`config.mk`:
```
export PLATFORM = sky130hd
export DESIGN_NAME = vtpd_cfg
export DESIGN_NICKNAME = d
export VERILOG_FILES = /design/src/rtl/vtpd_pkg.sv /design/src/rtl/vtpd_cfg.sv
export SDC_FILE = /design/constraint.sdc
export NUM_CORES = 1
export LEC_CHECK = 0
export BUFFER_PORTS_ARGS = -buffer_cell sky130_fd_sc_hd__buf_2
export CORE_UTILIZATION = 30
export DETAILED_ROUTE_END_ITERATION = 8
export PLACE_DENSITY_LB_ADDON = 0.12
export SYNTH_ARGS = -nofsm -noshare
export SYNTH_HDL_FRONTEND = slang
export SYNTH_SLANG_ARGS = --single-unit
export TNS_END_PERCENT = 1
```
`constraint.sdc`:
```
create_clock -name clk -period 1.75 [get_ports clk]
set_clock_uncertainty 0.15 [all_clocks]
set_input_delay 0.175 -clock clk [delete_from_list [all_inputs] [get_ports clk]]
set_output_delay 0.175 -clock clk [all_outputs]
set_load 0.005 [all_outputs]
```
`src/rtl/vtpd_pkg.sv`:
```
`timescale 1ns / 1ps
package vtpd_pkg;
	localparam int FRAC_BITS_DEF = 16;
	localparam int NUM_REGS = 8;
	localparam int ADDR_W = 6;
	localparam int DATA_W = 64;
	localparam int ENTRY_W = 32;
	localparam int NUM_ENTRIES = 16;
	localparam int ACC_W = 66;
	localparam int MAG_W = 65;
	localparam int DIV_STEPS = 32;
	localparam int STEPS_PER_STAGE = 2;
	localparam int DIV_STAGES = DIV_STEPS / STEPS_PER_STAGE;
	localparam int LANES = 3;

	typedef logic [NUM_ENTRIES-1:0][ENTRY_W-1:0] matrix_t;

	typedef struct packed {
		logic signed [31:0] point_x;
		logic signed [31:0] point_y;
		logic signed [31:0] point_z;
	} point_t;

	typedef struct packed {
		logic signed [31:0] out_x;
		logic signed [31:0] out_y;
		logic signed [31:0] out_z;
		logic               w_was_zero;
		logic               saturated;
	} result_t;

	typedef struct packed {
		logic             neg;
		logic             ovf;
		logic [MAG_W-1:0] rem;
		logic [31:0]      low;
	} div_in_t;

	typedef struct packed {
		logic [31:0] val;
		logic        clamp;
	} sat_t;

	function automatic sat_t sat32(input logic neg, input logic [MAG_W-1:0] mag);
		sat_t s;
		if (!neg) begin
			if (mag > MAG_W'(33'h0_7FFF_FFFF)) begin
				s.val = 32'h7FFF_FFFF;
				s.clamp = 1'b1;
			end else begin
				s.val = mag[31:0];
				s.clamp = 1'b0;
			end
		end else if (mag > MAG_W'(33'h0_8000_0000)) begin
			s.val = 32'h8000_0000;
			s.clamp = 1'b1;
		end else begin
			s.val = ~mag[31:0] + 32'd1;
			s.clamp = 1'b0;
		end
		return s;
	endfunction
endpackage

```
`src/rtl/vtpd_cfg.sv`:
```
`timescale 1ns / 1ps
module vtpd_cfg #(
	parameter int FRAC_BITS = vtpd_pkg::FRAC_BITS_DEF
) (
	input  logic                        clk,
	input  logic                        arst_n,
	input  logic                        psel,
	input  logic                        penable,
	input  logic                        pwrite,
	input  logic [vtpd_pkg::ADDR_W-1:0] paddr,
	input  logic [vtpd_pkg::DATA_W-1:0] pwdata,
	output logic [vtpd_pkg::DATA_W-1:0] prdata,
	output logic                        pready,
	output vtpd_pkg::matrix_t           matrix
);
	import vtpd_pkg::*;

	localparam logic [31:0] ONE = 32'(64'd1 << FRAC_BITS);

	logic [DATA_W-1:0] regs_q [NUM_REGS];
	logic [2:0]        idx;

	assign idx = paddr[ADDR_W-1:3];
	assign pready = 1'b1;
	assign prdata = regs_q[idx];

	always_ff @(posedge clk or negedge arst_n) begin
		if (!arst_n) begin
			for (int k = 0; k < NUM_REGS; k++) regs_q[k] <= '0;
			regs_q[0] <= {32'd0, ONE};
			regs_q[2] <= {ONE, 32'd0};
			regs_q[5] <= {32'd0, ONE};
			regs_q[7] <= {ONE, 32'd0};
		end else if (psel && penable && pwrite && pready) begin
			regs_q[idx] <= pwdata;
		end
	end

	always_comb begin
		for (int k = 0; k < NUM_REGS; k++) begin
			matrix[2*k]   = regs_q[k][31:0];
			matrix[2*k+1] = regs_q[k][63:32];
		end
	end
endmodule

```
==> flow_metrics.py, run 1 <==
metrics = {
    "sta": {
        "relSlewSlack_pct": 62.6,
        "fin_crit_sh_pct": 129,
        "slew_violations": 0,
        "setup_violations": 64,
        "fin_crit_ns": 2.26,
        "worst_slack_ns": -0.506,
        "hold_viol": 0,
        "worstMarginPinSlew_ns": 0.561,
        "timing.fmax_ghz": 0.443,
        "rsz0062_at_grt": "true",
    },
    "detailed_routing": {
        "vias_per_cell": 4.82,
        "drtPass1Iterations": 4,
        "ant_nets": 0,
        "drcViolationCount": 0,
        "avgRoutedWirePerCell_um": 25.4,
        "wl_um": 85300,
        "vias": 16200,
        "drtIter0Drc": 655,
    },
    "run": {
        "max-cap-violations": 0,
    },
    "critical_path": {
        "crit_type": "reg -> out",
        "critPathMaxFanout": 3,
        "arrival_ns": 1.93,
        "cp.required_ns": 1.42,
        "worst_setup_path_start_kind": "register",
        "crit_path_end_kind": "primary output",
    },
    "cells_and_area": {
        "largest_reg_flops": 512,
        "fin_area_mm2": 0.0329,
        "fin_nets": 2354,
        "final_cell_mix": "buf_2, dfrtp_1, mux2_2",
        "layoutNonFillerInstCount": 3358,
        "area_growth_pct": 42.6,
        "final_common_cell": "buf_2",
        "drive_gt1_share_pct": 73.3,
        "num-fill-cells": 7058,
    },
    "synthesis": {
        "ys_warn_count": 0,
        "synthCells": 1328,
        "synthesis.nets": 1403,
        "yosysSeqAreaShare_pct": 55.6,
        "netlist-cell-type-count": 29,
        "ys_ff_latch": 512,
        "netlist_area_mm2": 0.0231,
        "syn_avg_cell_area_um2": 17.4,
    },
    "clock_tree": {
        "cts_buffers": 59,
        "cts_root_buf": "clkbuf_16",
        "clkTransAtPathRegs_ns": 0.06,
        "htree_levels": 2,
        "clkSinkCount": 512,
        "cts_buffer_depth": 3,
        "clk-insertion-delay-late_ns": 0.60,
        "cts_tree": "yes",
    },
    "place": {
        "io_buffers": 647,
        "dpl_cell_area_mm2": 0.0296,
        "gp_congestion": 0.820,
        "dp_cells": 3164,
        "dpl.hpwl_um": 60900,
        "post-place-ws_ns": -0.311,
    },
    "pwr": {
        "power_density_mw_per_mm2": 1210,
        "p_leak_uw": 0.0164,
        "irDropWorstVdd_uv": 813,
    },
    "floorplanning": {
        "dieArea_mm2": 0.0780,
        "die_y_um": 279,
        "ios": 652,
        "core_area_mm2": 0.0759,
        "rows": 101,
        "start_util_pct": 30.4,
        "die_w_um": 279,
    },
    "global_routing": {
        "track_usage_pct": 21.7,
        "grt_pass1_vias": 17500,
        "antenna_found_initial": 1,
        "grt_pass1_wl_um": 125000,
        "grt_max_degree": 73,
        "grt_remaining_overflow": 0,
    },
    "outcome": {
        "outcome": "finished, violations left",
        "violations": "setup timing",
    },
    "hold_path": {
        "hp-class": "in -> async",
    },
}
## what timing repair did
action | 4_1_cts | 5_1_grt
setup buffers | 18 | 0
resized for setup | 60 | 19
hold buffers | 66 | 0
setup endpoints to repair | 64 | 64
endpoints found under the hold margin | 1022 | 0
pin swaps | 0 | 0
## power by group
group	internal, uW	switching [uW]	total [uW]	leakage, uW
registers	14200	1890	16100	0.00653
logic	6380	4110	10500	0.00878
clock network	8260	5090	13400	0.00104
## worst paths after layout
check	depth (start not counted)	start	to	slack [ns]
max	3	matrix[387]	prdata[3]	-0.51
min	3	arst_n	matrix[105]	0.16
max reg2reg	2	matrix[270]	matrix[270]	0.66
min reg2reg	1	matrix[267]	matrix[267]	0.37
max in group asynchronous	3	arst_n	matrix[89]	0.65
min in group clk	5	pwrite	matrix[398]	0.23
## per-stage QoR
step                      util [%]  hold slack, ns  total power [uW]  TNS, ns
after floorplan                  -          -0.271             20000   -0.466
after global routing          43.3           0.153             41800   -33.99
after detailed placement      38.9         -0.0558             26200   -66.44
after CTS                     43.2           0.126             40400   -32.81
after global placement        38.9         -0.0608             26000   -59.19
final                         43.3           0.162             39900   -29.33
## per-layer routing
metal	up-vias	GRT usage [%]	wire length (um)
met5	-	0	0
met4	0	5.30	1860
met3	115	5.34	5350
met2	474	37.2	43000
met1	8667	27.3	35100
li1	6920	-	-
## critical path, stage by stage (launching register included)
cell and delay [ns]:
dfrtp_1 0.40, mux4_2 0.51, mux2_4 0.29, buf_6 0.12
## cell families (layout without fill, tap and decap cells)
kind of cell / after synthesis / after routing / share of synthesized area (%)
mux: 703 / 703 / 41.4
simple gates: 18 / 18 / 0.749
flops: 512 / 512 / 55.6
buf+inv: 90 / 1087 / 2.09
other cells: 1 / 4 / 0.0163
compound gates: 4 / 4 / 0.136
## final cells by class
type | count | area, um2 | area share [%]
Tap cell | 1030 | 1290 | 3.92
Multi-Input combinational cell | 726 | 9920 | 30.2
Timing Repair Buffer | 978 | 6740 | 20.5
Sequential cell | 512 | 12800 | 39.0
Clock buffer | 82 | 1720 | 5.22
Clock inverter | 25 | 384 | 1.17
Antenna cell | 3 | 7.51 | 0.0228
Inverter | 2 | 7.51 | 0.0228
## cell usage after synthesis (all sizes together)
cell type / number / area share (%)
a22oi: 1 / 0.033
a31oi: 1 / 0.027
and2: 1 / 0.027
buf: 75 / 1.8
clkbuf: 13 / 0.21
conb: 1 / 0.016
dfrtp: 508 / 55
dfstp: 4 / 0.46
inv: 2 / 0.033
mux2: 575 / 29
mux2i: 2 / 0.087
mux4: 126 / 12
nand2: 3 / 0.049
nand2b: 2 / 0.065
nand3b: 1 / 0.087
nand4: 1 / 0.027
nor2: 3 / 0.070
nor3: 5 / 0.35
nor4bb: 1 / 0.043
o211ai: 1 / 0.033
o32a: 1 / 0.043
or3: 1 / 0.027
(Power assumes the default switching activity.)
==> run 2: changes to the inputs <==
- CELL_PAD_IN_SITES_DETAIL_PLACEMENT: unset -> 1
- CELL_PAD_IN_SITES_GLOBAL_PLACEMENT: unset -> 1
==> flow_metrics.py, run 2 (same netlist as run 1, synthesis figures left out) <==
metrics = {
    "place": {
        "io_buffers": 647,
        "dpl.hpwl_um": 64200,
        "post-place-ws_ns": -0.310,
        "dpl_cell_area_mm2": 0.0297,
        "gp_congestion": 0.835,
    },
    "clock_tree": {
        "clk-insertion-delay-late_ns": 0.63,
        "htree_levels": 2,
        "cts_buffer_depth": 3,
        "clkTransAtPathRegs_ns": 0.06,
        "clkSinkCount": 512,
        "cts_buffers": 59,
        "cts_root_buf": "clkbuf_16",
        "cts_tree": "yes",
    },
    "cells_and_area": {
        "fin_nets": 2366,
        "area_growth_pct": 42.8,
        "largest_reg_flops": 512,
        "post-route-util_pct": 43.4,
        "drive_gt1_share_pct": 73.0,
        "final_cell_mix": "buf_2, dfrtp_1, mux2_2",
        "fin_area_mm2": 0.0329,
        "final_common_cell": "buf_2",
    },
    "outcome": {
        "outcome": "finished, violations left",
        "violations": "setup timing",
    },
    "sta": {
        "worstMarginPinSlew_ns": 1.06,
        "relSlewSlack_pct": 29.2,
        "timing.fmax_ghz": 0.443,
        "fin_crit_ns": 2.26,
        "fin_crit_sh_pct": 129,
        "worst_slack_ns": -0.508,
        "hold_viol": 0,
        "rsz0062_at_grt": "true",
        "setup_violations": 64,
        "hold_slack_ns": 0.0196,
        "slew_violations": 0,
    },
    "floorplanning": {
        "die_y_um": 279,
        "core_area_mm2": 0.0759,
        "die_w_um": 279,
        "start_util_pct": 30.4,
        "rows": 101,
        "dieArea_mm2": 0.0780,
        "ios": 652,
    },
    "global_routing": {
        "grt_remaining_overflow": 0,
        "grt_pass1_wl_um": 129000,
        "grt_pass1_vias": 18100,
        "grt_max_degree": 87,
        "antenna_found_initial": 3,
        "track_usage_pct": 22.4,
    },
    "run": {
        "max-cap-violations": 0,
    },
    "detailed_routing": {
        "ant_nets": 0,
        "drtIter0Drc": 599,
        "vias_per_cell": 4.86,
        "drcViolationCount": 0,
        "drtPass1Iterations": 4,
        "wl_um": 87700,
        "avgRoutedWirePerCell_um": 26.1,
        "vias": 16300,
    },
    "pwr": {
        "irDropWorstVdd_uv": 840,
        "p_leak_uw": 0.0164,
        "power_density_mw_per_mm2": 1170,
    },
    "critical_path": {
        "crit_type": "reg -> out",
        "worst_setup_path_start_kind": "register",
        "critPathMaxFanout": 3,
        "crit_path_end_kind": "primary output",
        "arrival_ns": 1.93,
        "cp.required_ns": 1.42,
    },
    "hold_path": {
        "hp-class": "in -> async",
    },
}
## run 2: cell types whose count changed in the layout (fill, tap and decap cells not counted), moves of 2 or more
cell and change:
bufinv_16 -9, buf_4 -5, diode_2 -2, buf_6 +5
mux2_4 +4, buf_2 -4, buf_12 +14, clkinvlp_4 -2
clkbuf_1 +6, clkinv_2 -2, mux2_2 -4
## run 2: worst max-delay path, cell delays in order (launching register included)
cell	delay, ns
dfrtp_1	0.42
mux4_2	0.48
mux2_4	0.29
buf_6	0.12
## run 2: report_power, final
part           leakage (uW)  switching (uW)  total, uW  internal (uW)
Sequential          0.00653            1900      16100          14200
Clock              0.000915            4970      11900           6970
Combinational       0.00891            4220      10700           6450
## run 2: per-stage QoR
stage,setup TNS [ns],std cells,total power (uW)
2_1_floorplan,-0.466,1328,20000
3_3_place_gp,-75.95,3160,26000
3_5_place_dp,-78.65,3160,26200
4_1_cts,-33.22,3354,39000
5_1_grt,-34.01,3362,40600
6_report,-29.84,3362,38700
## run 2: routing by layer
metal / GRT usage [%] / wire [um]
met3: 5.00 / 5120
met2: 37.5 / 43600
met1: 29.1 / 36900
met4: 5.71 / 2110
met5: 0 / 13
## run 2: cell type report
class / instances / area, um2
fillers: 7736 / 43000
inverters: 2 / 7.51
flip-flops and latches: 512 / 12800
multi-input cells: 726 / 9940
diodes: 1 / 2.50
well taps: 1030 / 1290
clock buffers: 89 / 1750
clock inverters: 12 / 88.8
repair buffers: 990 / 7040
## run 2: final timing paths
| path | slack (ns) | start | cells after the start | end |
|---|---|---|---|---|
| worst min-delay path | 0.02 | arst_n | 3 | matrix[352] |
| worst max-delay path | -0.51 | matrix[208] | 3 | prdata[16] |
| max in group asynchronous | 0.19 | arst_n | 5 | matrix[156] |
| min in group clk | 0.13 | psel | 5 | matrix[192] |
| worst max register to register | 0.67 | matrix[73] | 2 | matrix[73] |
| worst min register to register | 0.37 | matrix[502] | 1 | matrix[502] |
## run 2: repair_timing
item / in CTS / in global routing
setup buffers: 26 / 7
hold buffers: 67 / 0
hold endpoints to repair: 1023 / 0
endpoints found under the setup margin: 64 / 82
gates resized for setup: 65 / 25
